===== config.mk =====
export PLATFORM = sky130hd
export DESIGN_NAME = rgb_led_fade_and_pulse
export DESIGN_NICKNAME = d
export VERILOG_FILES = /design/src/rtl/core/rlfp_pkg.sv /design/src/rtl/core/rgb_led_fade_and_pulse.sv /design/src/rtl/core/rlfp_mul.sv
export VERILOG_INCLUDE_DIRS = /design/src /design/src/rtl/core
export SDC_FILE = /design/constraint.sdc
export NUM_CORES = 1
export LEC_CHECK = 0
export ABC_AREA = 1
export BUFFER_PORTS_ARGS = -buffer_cell sky130_fd_sc_hd__buf_2
export CAP_MARGIN = 25
export CORE_AREA = 10 10 264 266
export CTS_CLUSTER_DIAMETER = 30
export DETAILED_ROUTE_END_ITERATION = 12
export DIE_AREA = 0 0 274 276
export GPL_ROUTABILITY_DRIVEN = 0
export PLACE_DENSITY_LB_ADDON = 0.3
export SLEW_MARGIN = 5
export SYNTH_ARGS = -nofsm -noshare
export SYNTH_HDL_FRONTEND = slang
export SYNTH_HIERARCHICAL = 1
export SYNTH_SLANG_ARGS = --single-unit
export TNS_END_PERCENT = 1

===== constraint.sdc =====
create_clock -name clk -period 8.82 [get_ports clk]
set_input_delay 1.323 -clock clk [delete_from_list [all_inputs] [get_ports clk]]
set_output_delay 1.323 -clock clk [all_outputs]
set_load 0.05 [all_outputs]

===== src/rtl/core/assert_macros.svh =====
// ----------------------------------------------------------------------------
// assert_macros.svh
// shared assertion macros, sampled on clk and disabled while rst_n is low
// ----------------------------------------------------------------------------
`ifndef ASSERT_MACROS_SVH
`define ASSERT_MACROS_SVH

// same-cycle implication
`define RLFP_ASSERT_IMP(label, ante, cons, msg) \
    label: assert property (@(posedge clk) disable iff (!rst_n) (ante) |-> (cons)) \
        else $error(msg);

// next-cycle implication
`define RLFP_ASSERT_NXT(label, ante, cons, msg) \
    label: assert property (@(posedge clk) disable iff (!rst_n) (ante) |=> (cons)) \
        else $error(msg);

`endif


===== src/rtl/core/rlfp_pkg.sv =====
// ----------------------------------------------------------------------------
// rlfp_pkg
// types, codes and constants of the rgb lamp fade and pulse controller
// ----------------------------------------------------------------------------
`timescale 1ns / 1ps
`default_nettype none

package rlfp_pkg;

    localparam int LEVEL_BITS = 10;
    localparam int RATE_BITS  = 8;

    localparam int MODE_W      = 2;
    localparam int HOUR_W      = 5;
    localparam int FIELD_LVL_W = 10;
    localparam int FIELD_RT_W  = 8;
    localparam int PCT_W       = 7;
    localparam int PHASE_W     = RATE_BITS + 1;
    localparam int HALF_W      = RATE_BITS - 1;
    localparam int CFG_INDEX_W = 2;
    localparam int CFG_DATA_W  = 5;

    typedef logic [LEVEL_BITS-1:0]  level_t;
    typedef logic [RATE_BITS-1:0]   rate_t;
    typedef logic [PHASE_W-1:0]     phase_t;
    typedef logic [HALF_W-1:0]      half_t;
    typedef logic [PCT_W-1:0]       pct_t;
    typedef logic [HOUR_W-1:0]      hour_t;
    typedef logic [FIELD_LVL_W-1:0] drive_t;

    // input modes
    localparam logic [MODE_W-1:0] MODE_TICK = 2'd0;
    localparam logic [MODE_W-1:0] MODE_LOAD = 2'd1;
    localparam logic [MODE_W-1:0] MODE_SNAP = 2'd2;

    // register indexes
    localparam logic [CFG_INDEX_W-1:0] CFG_OFF_HOUR   = 2'd0;
    localparam logic [CFG_INDEX_W-1:0] CFG_ON_HOUR    = 2'd1;
    localparam logic [CFG_INDEX_W-1:0] CFG_SWEEP_MODE = 2'd2;

    localparam hour_t OFF_HOUR_RST = 5'd0;
    localparam hour_t ON_HOUR_RST  = 5'd7;

    localparam pct_t PCT_FULL  = 7'd100;
    localparam pct_t PCT_FLOOR = 7'd30;

    localparam int SWEEP_LIMIT = 1000;
    localparam int SWEEP_STEP  = 100;

    // x / 100 == (x * RECIP) >> RECIP_SH, exact for x below 2^17
    localparam int RECIP_SH = 24;
    localparam int RECIP_W  = 18;
    localparam logic [RECIP_W-1:0] RECIP = RECIP_W'(((1 << RECIP_SH) + 99) / 100);

    localparam int MUL_A_W = LEVEL_BITS + PCT_W;
    localparam int MUL_B_W = RECIP_W;
    localparam int MUL_P_W = MUL_A_W + MUL_B_W;

    typedef struct packed {
        logic [MODE_W-1:0]      mode;
        hour_t                  hour_now;
        logic [FIELD_LVL_W-1:0] new_red;
        logic [FIELD_LVL_W-1:0] new_green;
        logic [FIELD_LVL_W-1:0] new_blue;
        logic [FIELD_RT_W-1:0]  new_pulse_rate;
    } in_t;

    typedef struct packed {
        drive_t red_drive;
        drive_t green_drive;
        drive_t blue_drive;
        logic   lamp_active;
        pct_t   brightness;
    } out_t;

    // breathing step 70 / half as a threshold table
    function automatic pct_t breath_step(half_t h);
        int unsigned hv;
        pct_t        s;
        hv = int'(h);
        if (hv <= 1)       s = 7'd70;
        else if (hv == 2)  s = 7'd35;
        else if (hv == 3)  s = 7'd23;
        else if (hv == 4)  s = 7'd17;
        else if (hv == 5)  s = 7'd14;
        else if (hv == 6)  s = 7'd11;
        else if (hv == 7)  s = 7'd10;
        else if (hv == 8)  s = 7'd8;
        else if (hv <= 10) s = 7'd7;
        else if (hv == 11) s = 7'd6;
        else if (hv <= 14) s = 7'd5;
        else if (hv <= 17) s = 7'd4;
        else if (hv <= 23) s = 7'd3;
        else if (hv <= 35) s = 7'd2;
        else if (hv <= 70) s = 7'd1;
        else               s = 7'd0;
        return s;
    endfunction

endpackage

`default_nettype wire


===== src/rtl/core/rgb_led_fade_and_pulse.sv =====
// ----------------------------------------------------------------------------
// rgb_led_fade_and_pulse
// rgb lamp controller: hour window, fade toward goal, sweep, breathing
// ----------------------------------------------------------------------------
// A tick passes through the states in order: ST_IDLE takes the transfer,
// ST_LEVEL moves the three colour levels, ST_SCALE works on the single shared
// multiplier (per colour one pass for level times intensity and one pass times
// the reciprocal of 100), and ST_DONE hands the result to the output register
// and advances the breathing intensity. ST_DONE waits while a previous result
// is still held on the output, and no new tick is taken until it is left.
// Configuration writes are taken at any time and must only be made while idle.
`timescale 1ns / 1ps
`default_nettype none

`include "assert_macros.svh"

module rgb_led_fade_and_pulse (
    input  wire logic                            clk,
    input  wire logic                            rst_n,
    input  wire logic                            in_valid,
    output logic                                 in_ready,
    input  wire rlfp_pkg::in_t                   in_data,
    output logic                                 out_valid,
    input  wire logic                            out_ready,
    output rlfp_pkg::out_t                       out_data,
    input  wire logic                            cfg_valid,
    output logic                                 cfg_ready,
    input  wire logic [rlfp_pkg::CFG_INDEX_W-1:0] cfg_index,
    input  wire logic [rlfp_pkg::CFG_DATA_W-1:0]  cfg_data
);

    typedef enum logic [1:0] {
        ST_IDLE,
        ST_LEVEL,
        ST_SCALE,
        ST_DONE
    } state_t;

    state_t state_reg, state_next;
    logic [2:0] cnt_reg, cnt_next;
    logic out_valid_reg, out_valid_next;

    rlfp_pkg::hour_t off_hour_reg, off_hour_next;
    rlfp_pkg::hour_t on_hour_reg, on_hour_next;
    logic sweep_mode_reg, sweep_mode_next;

    rlfp_pkg::level_t level_reg [3];
    rlfp_pkg::level_t level_next [3];
    rlfp_pkg::level_t goal_reg [3];
    rlfp_pkg::level_t goal_next [3];
    rlfp_pkg::rate_t  pulse_rate_reg, pulse_rate_next;
    rlfp_pkg::phase_t pulse_phase_reg, pulse_phase_next;
    logic             rising_reg, rising_next;
    rlfp_pkg::pct_t   intensity_reg, intensity_next;
    logic             active_reg, active_next;

    rlfp_pkg::in_t    in_q_reg;
    rlfp_pkg::drive_t drv_reg [3];
    rlfp_pkg::out_t   out_q_reg;

    logic in_fire;
    logic out_free;
    logic act;
    rlfp_pkg::level_t nc [3];
    rlfp_pkg::level_t lv [3];
    rlfp_pkg::level_t gl [3];

    logic [rlfp_pkg::MUL_A_W-1:0] mul_a;
    logic [rlfp_pkg::MUL_B_W-1:0] mul_b;
    logic [rlfp_pkg::MUL_P_W-1:0] mul_p;
    rlfp_pkg::drive_t             quot;

    rlfp_pkg::rate_t  br_f;
    rlfp_pkg::half_t  br_half;
    rlfp_pkg::pct_t   br_step;
    logic signed [8:0] br_v;

    function automatic rlfp_pkg::level_t sweep_add(rlfp_pkg::level_t x);
        logic [rlfp_pkg::LEVEL_BITS:0] s;
        s = {1'b0, x} + (rlfp_pkg::LEVEL_BITS + 1)'(rlfp_pkg::SWEEP_STEP);
        // carry out means past the largest level
        return s[rlfp_pkg::LEVEL_BITS] ? '1 : s[rlfp_pkg::LEVEL_BITS-1:0];
    endfunction

    function automatic rlfp_pkg::level_t toward(rlfp_pkg::level_t x, rlfp_pkg::level_t g);
        rlfp_pkg::level_t r;
        if (g > x)      r = x + rlfp_pkg::level_t'(1);
        else if (g < x) r = x - rlfp_pkg::level_t'(1);
        else            r = x;
        return r;
    endfunction

    assign in_fire   = in_valid && in_ready;
    assign in_ready  = (state_reg == ST_IDLE);
    assign out_free  = !out_valid_reg || out_ready;
    assign cfg_ready = 1'b1;
    assign out_valid = out_valid_reg;
    assign out_data  = out_q_reg;

    // on window of the stored hour
    always_comb
    begin
        if (off_hour_reg > on_hour_reg)
            act = !(in_q_reg.hour_now > off_hour_reg || in_q_reg.hour_now < on_hour_reg);
        else
            act = !(in_q_reg.hour_now > off_hour_reg && in_q_reg.hour_now < on_hour_reg);
    end

    // level and goal update of one tick
    always_comb
    begin
        nc[0] = rlfp_pkg::level_t'(in_q_reg.new_red);
        nc[1] = rlfp_pkg::level_t'(in_q_reg.new_green);
        nc[2] = rlfp_pkg::level_t'(in_q_reg.new_blue);
        for (int c = 0; c < 3; c++)
        begin
            lv[c] = (in_q_reg.mode == rlfp_pkg::MODE_SNAP) ? nc[c] : level_reg[c];
            gl[c] = (in_q_reg.mode == rlfp_pkg::MODE_SNAP) ? nc[c] : goal_reg[c];
            if (!act)
                gl[c] = '0;
            lv[c] = toward(lv[c], gl[c]);
        end
        // sweep order is red, blue, green
        if (sweep_mode_reg)
        begin
            priority if (int'(lv[0]) < rlfp_pkg::SWEEP_LIMIT)
                lv[0] = sweep_add(lv[0]);
            else if (int'(lv[2]) < rlfp_pkg::SWEEP_LIMIT)
                lv[2] = sweep_add(lv[2]);
            else if (int'(lv[1]) < rlfp_pkg::SWEEP_LIMIT)
                lv[1] = sweep_add(lv[1]);
            else
            begin
                lv[0] = '0;
                lv[1] = '0;
                lv[2] = '0;
            end
        end
        // goals loaded after the step take effect next tick
        if (in_q_reg.mode == rlfp_pkg::MODE_LOAD && act)
        begin
            for (int c = 0; c < 3; c++)
                gl[c] = nc[c];
        end
    end

    // operand select of the shared multiplier
    always_comb
    begin
        unique case (cnt_reg)
            3'd0:
            begin
                mul_a = rlfp_pkg::MUL_A_W'(level_reg[0]);
                mul_b = rlfp_pkg::MUL_B_W'(intensity_reg);
            end
            3'd2:
            begin
                mul_a = rlfp_pkg::MUL_A_W'(level_reg[1]);
                mul_b = rlfp_pkg::MUL_B_W'(intensity_reg);
            end
            3'd4:
            begin
                mul_a = rlfp_pkg::MUL_A_W'(level_reg[2]);
                mul_b = rlfp_pkg::MUL_B_W'(intensity_reg);
            end
            default:
            begin
                mul_a = mul_p[rlfp_pkg::MUL_A_W-1:0];
                mul_b = rlfp_pkg::RECIP;
            end
        endcase
    end

    rlfp_mul u_mul (
        .clk (clk),
        .a   (mul_a),
        .b   (mul_b),
        .p   (mul_p)
    );

    assign quot = rlfp_pkg::drive_t'(mul_p[rlfp_pkg::RECIP_SH +: rlfp_pkg::LEVEL_BITS]);

    // breathing step terms
    always_comb
    begin
        br_f    = (pulse_rate_reg == rlfp_pkg::rate_t'(1)) ? rlfp_pkg::rate_t'(2) : pulse_rate_reg;
        br_half = br_f[rlfp_pkg::RATE_BITS-1:1];
        br_step = rlfp_pkg::breath_step(br_half);
    end

    always_comb
    begin
        state_next       = state_reg;
        cnt_next         = cnt_reg;
        out_valid_next   = out_valid_reg && !out_ready;
        off_hour_next    = off_hour_reg;
        on_hour_next     = on_hour_reg;
        sweep_mode_next  = sweep_mode_reg;
        level_next       = level_reg;
        goal_next        = goal_reg;
        pulse_rate_next  = pulse_rate_reg;
        pulse_phase_next = pulse_phase_reg;
        rising_next      = rising_reg;
        intensity_next   = intensity_reg;
        active_next      = active_reg;
        br_v             = '0;

        if (cfg_valid && cfg_ready)
        begin
            unique case (cfg_index)
                rlfp_pkg::CFG_OFF_HOUR:   off_hour_next   = cfg_data;
                rlfp_pkg::CFG_ON_HOUR:    on_hour_next    = cfg_data;
                rlfp_pkg::CFG_SWEEP_MODE: sweep_mode_next = cfg_data[0];
                default:                  ;
            endcase
        end

        unique case (state_reg)
            ST_IDLE:
            begin
                if (in_fire)
                    state_next = ST_LEVEL;
            end
            ST_LEVEL:
            begin
                level_next  = lv;
                goal_next   = gl;
                active_next = act;
                if (in_q_reg.mode == rlfp_pkg::MODE_SNAP ||
                    (in_q_reg.mode == rlfp_pkg::MODE_LOAD && act))
                    pulse_rate_next = rlfp_pkg::rate_t'(in_q_reg.new_pulse_rate);
                cnt_next   = '0;
                state_next = ST_SCALE;
            end
            ST_SCALE:
            begin
                cnt_next = cnt_reg + 3'd1;
                if (cnt_reg == 3'd6)
                    state_next = ST_DONE;
            end
            ST_DONE:
            begin
                if (out_free)
                begin
                    out_valid_next = 1'b1;
                    state_next     = ST_IDLE;
                    if (pulse_rate_reg == '0)
                    begin
                        intensity_next   = rlfp_pkg::PCT_FULL;
                        pulse_phase_next = '0;
                        rising_next      = 1'b0;
                    end
                    else
                    begin
                        if (!rising_reg)
                        begin
                            br_v = $signed({2'b00, intensity_reg}) - $signed({2'b00, br_step});
                            if (pulse_phase_reg > rlfp_pkg::phase_t'(br_half))
                                rising_next = 1'b1;
                            pulse_phase_next = pulse_phase_reg + rlfp_pkg::phase_t'(1);
                        end
                        else
                        begin
                            br_v = $signed({2'b00, intensity_reg}) + $signed({2'b00, br_step});
                            pulse_phase_next = pulse_phase_reg + rlfp_pkg::phase_t'(1);
                            // end of a breath restarts from full light
                            if (pulse_phase_reg > rlfp_pkg::phase_t'(br_f))
                            begin
                                rising_next      = 1'b0;
                                pulse_phase_next = rlfp_pkg::phase_t'(1);
                                br_v             = $signed({2'b00, rlfp_pkg::PCT_FULL});
                            end
                        end
                        priority if (br_v > $signed({2'b00, rlfp_pkg::PCT_FULL}))
                            intensity_next = rlfp_pkg::PCT_FULL;
                        else if (br_v < $signed({2'b00, rlfp_pkg::PCT_FLOOR}))
                            intensity_next = rlfp_pkg::PCT_FLOOR;
                        else
                            intensity_next = br_v[rlfp_pkg::PCT_W-1:0];
                    end
                end
            end
            default:
            begin
                state_next = ST_IDLE;
            end
        endcase
    end

    always_ff @(posedge clk or negedge rst_n)
    begin
        if (!rst_n)
        begin
            state_reg       <= ST_IDLE;
            cnt_reg         <= '0;
            out_valid_reg   <= 1'b0;
            off_hour_reg    <= rlfp_pkg::OFF_HOUR_RST;
            on_hour_reg     <= rlfp_pkg::ON_HOUR_RST;
            sweep_mode_reg  <= 1'b0;
            for (int c = 0; c < 3; c++)
            begin
                level_reg[c] <= '0;
                goal_reg[c]  <= '0;
            end
            pulse_rate_reg  <= '0;
            pulse_phase_reg <= '0;
            rising_reg      <= 1'b0;
            intensity_reg   <= rlfp_pkg::PCT_FULL;
            active_reg      <= 1'b0;
        end
        else
        begin
            state_reg       <= state_next;
            cnt_reg         <= cnt_next;
            out_valid_reg   <= out_valid_next;
            off_hour_reg    <= off_hour_next;
            on_hour_reg     <= on_hour_next;
            sweep_mode_reg  <= sweep_mode_next;
            level_reg       <= level_next;
            goal_reg        <= goal_next;
            pulse_rate_reg  <= pulse_rate_next;
            pulse_phase_reg <= pulse_phase_next;
            rising_reg      <= rising_next;
            intensity_reg   <= intensity_next;
            active_reg      <= active_next;
        end
    end

    // payload registers
    always_ff @(posedge clk)
    begin
        if (in_fire)
            in_q_reg <= in_data;
        if (state_reg == ST_SCALE)
        begin
            // quotient of colour n is taken once its reciprocal pass is registered
            if (cnt_reg == 3'd2)
                drv_reg[0] <= quot;
            if (cnt_reg == 3'd4)
                drv_reg[1] <= quot;
            if (cnt_reg == 3'd6)
                drv_reg[2] <= quot;
        end
        if (state_reg == ST_DONE && out_free)
        begin
            out_q_reg.red_drive   <= drv_reg[0];
            out_q_reg.green_drive <= drv_reg[1];
            out_q_reg.blue_drive  <= drv_reg[2];
            out_q_reg.lamp_active <= active_reg;
            out_q_reg.brightness  <= intensity_reg;
        end
    end

    `RLFP_ASSERT_IMP(a_bright_range, out_valid,
        (out_data.brightness >= rlfp_pkg::PCT_FLOOR) && (out_data.brightness <= rlfp_pkg::PCT_FULL),
        "brightness outside 30..100")
    `RLFP_ASSERT_IMP(a_intensity_range, 1'b1,
        (intensity_reg >= rlfp_pkg::PCT_FLOOR) && (intensity_reg <= rlfp_pkg::PCT_FULL),
        "intensity outside 30..100")
    `RLFP_ASSERT_NXT(a_busy_after_take, in_fire, !in_ready,
        "input taken while a tick is in progress")
    `RLFP_ASSERT_IMP(a_rise_needs_rate, (state_reg == ST_IDLE) && rising_reg,
        pulse_rate_reg != '0, "rising phase with steady light")
    `RLFP_ASSERT_NXT(a_result_held, out_valid && !out_ready, out_valid && $stable(out_data),
        "pending result changed before its transfer")

endmodule

`default_nettype wire


===== src/rtl/core/rlfp_mul.sv =====
// ----------------------------------------------------------------------------
// rlfp_mul
// shared multiplier with registered product
// ----------------------------------------------------------------------------
`timescale 1ns / 1ps
`default_nettype none

module rlfp_mul (
    input  wire logic                        clk,
    input  wire logic [rlfp_pkg::MUL_A_W-1:0] a,
    input  wire logic [rlfp_pkg::MUL_B_W-1:0] b,
    output logic      [rlfp_pkg::MUL_P_W-1:0] p
);

    logic [rlfp_pkg::MUL_P_W-1:0] p_reg;
    logic [rlfp_pkg::MUL_P_W-1:0] p_next;

    assign p_next = rlfp_pkg::MUL_P_W'(a) * rlfp_pkg::MUL_P_W'(b);

    always_ff @(posedge clk)
    begin
        p_reg <= p_next;
    end

    assign p = p_reg;

endmodule

`default_nettype wire


==> results.yml <==
clocking:
  cts_setup_buffers: 0
  htree_levels: 3
  ctsHoldBuffers: 0
  post_cts_resized: 0
  path_clk_slew_ns: 0.04
  cts_tree: "yes"
  cts_sinks: 243
  clk_latency_ns: 0.60
  cts_root_buf: "clkbuf_16"
  cts_buffers: 66
  cts_buffer_depth: 3
timing:
  finalCriticalPeriod_ns: 7.217
  setup_violations: 0
  fin_crit_sh_pct: 81.83
  max_freq_ghz: 0.1386
  hold_viol: 0
  worst_slew_pin_slew_ns: 1.038
  skew_ns: 0.02962
  slew_headroom_pct: 30.73
  finalMaxSlewViolations: 0
  rsz0062_at_grt: "false"
  finalSetupTns_ns: 0
floorplan:
  fp.dieW_um: 274
  placeableCoreArea_um2: 64120
  row_count: 93
  die-area_um2: 75620
  start_util_pct: 39.30
  pin_count: 98
  die-height_um: 276
drt:
  dr.pass1.iters: 6
  post_drt_wl_per_cell_um: 15.20
  ant_nets: 0
  drt_iter0_drc: 1397
  drt_wl_total_um: 66190
  via_per_inst: 4.779
  drc_errors: 0
  vias: 20810
min_path:
  min_path_type: "register to register"
final_layout:
  fin_nets: 3945
  diodes: 0
  largest_reg_flops: 45
  area_growth_syn_to_layout_pct: 14.44
  drive_gt1_share_pct: 9.174
  fill_cells: 6394
global_routing:
  grt_pass1_vias: 20860
  track_usage_pct: 17.84
  grt_pass1_wl_um: 110200
  grt_max_degree: 69
  antenna_found_initial: 0
  grt_overflow: 0
placement:
  port_buffers: 96
  dp_hpwl_um: 51400
worst_setup_path:
  critPathKind: "register to register"
  worstSetupEndpointType: "register"
  path_max_fanout: 41
  crit_top_cell: "inv_1"
  max_stage_delay_ns: 0.57
  cp-start-kind: "register"
  critPathBufInv: 9
  critPathArrivalTime_ns: 7.70
  required_ns: 9.30
  cpMaxStageDelayCell: "fa_1"
  critPathTopFamily: "adder cells"
synth:
  avgSynthCellArea_um2: 7.510
  syn_inst: 3355
  synth_area_um2: 25200
  yosys_warnings: 6
run:
  drv_cap: 0
run_status:
  outcome: "finished, final reports clean"
## per-layer routing
layer  share of wire [%]  track usage (%)  wire length, um
met1                  47            24.87            31130
met2                  46            28.38            30160
met3                 5.2            2.329             3429
met4                 2.2            5.396             1465
met5                   0                0                0
## layout by cell type, fill, tap and decap left out, types with 21 or more instances in the layout
cell type	count
nand2_1	969
nor2_1	183
buf_4	30
inv_1	776
dfrtp_1	97
ha_1	201
o21ai_0	135
nand4_1	21
nand3_1	137
fa_1	241
buf_2	95
edfxtp_1	113
dfxtp_1	27
a21oi_1	123
clkbuf_16	66
nand2_2	29
xor2_1	29
## layout make-up
cell class | count | area [um2] | share of cell area (%)
clock buffers | 84 | 1779 | 6.171
clock inverters | 37 | 450.4 | 1.562
inverters | 795 | 2984 | 10.35
multi-input cells | 2213 | 15280 | 53.00
flip-flops and latches | 243 | 6519 | 22.61
well taps | 855 | 1070 | 3.710
repair buffers | 127 | 748.2 | 2.595
## stage by stage
stage | hold slack [ns] | instance area, um2 | utilization (%) | cells | setup WS, ns
finish | 0.4123 | 28830 | 44.97 | 4354 | 1.603
global route | 0.4215 | 28830 | 44.97 | 4354 | 1.094
CTS | 0.4123 | 28790 | 44.90 | 4352 | 1.616
detailed placement | 0.4045 | 26560 | 41.42 | 4231 | 1.671
global placement | 0.4007 | 26560 | 41.42 | 4231 | 1.800
floorplan | 0.4003 | 25210 | - | 3359 | 2.319
## worst paths after layout
kind | start | to | slack, ns | cells after the start
min reg2reg | drv_reg[0][27] | out_data[15] | 0.41 | 0
max | cnt_reg[0] | u_mul/p[32] | 1.60 | 29
max reg2reg | cnt_reg[0] | u_mul/p[32] | 1.60 | 29
min | drv_reg[0][27] | out_data[15] | 0.41 | 0
max in group asynchronous | rst_n | pulse_rate_reg[3] | 6.76 | 2
min in group asynchronous | rst_n | goal_reg[10] | 0.71 | 1
Power is left out: the tool's default activity adds up to more than one toggle a clock period on the data nets, which glitch-free logic cannot reach.
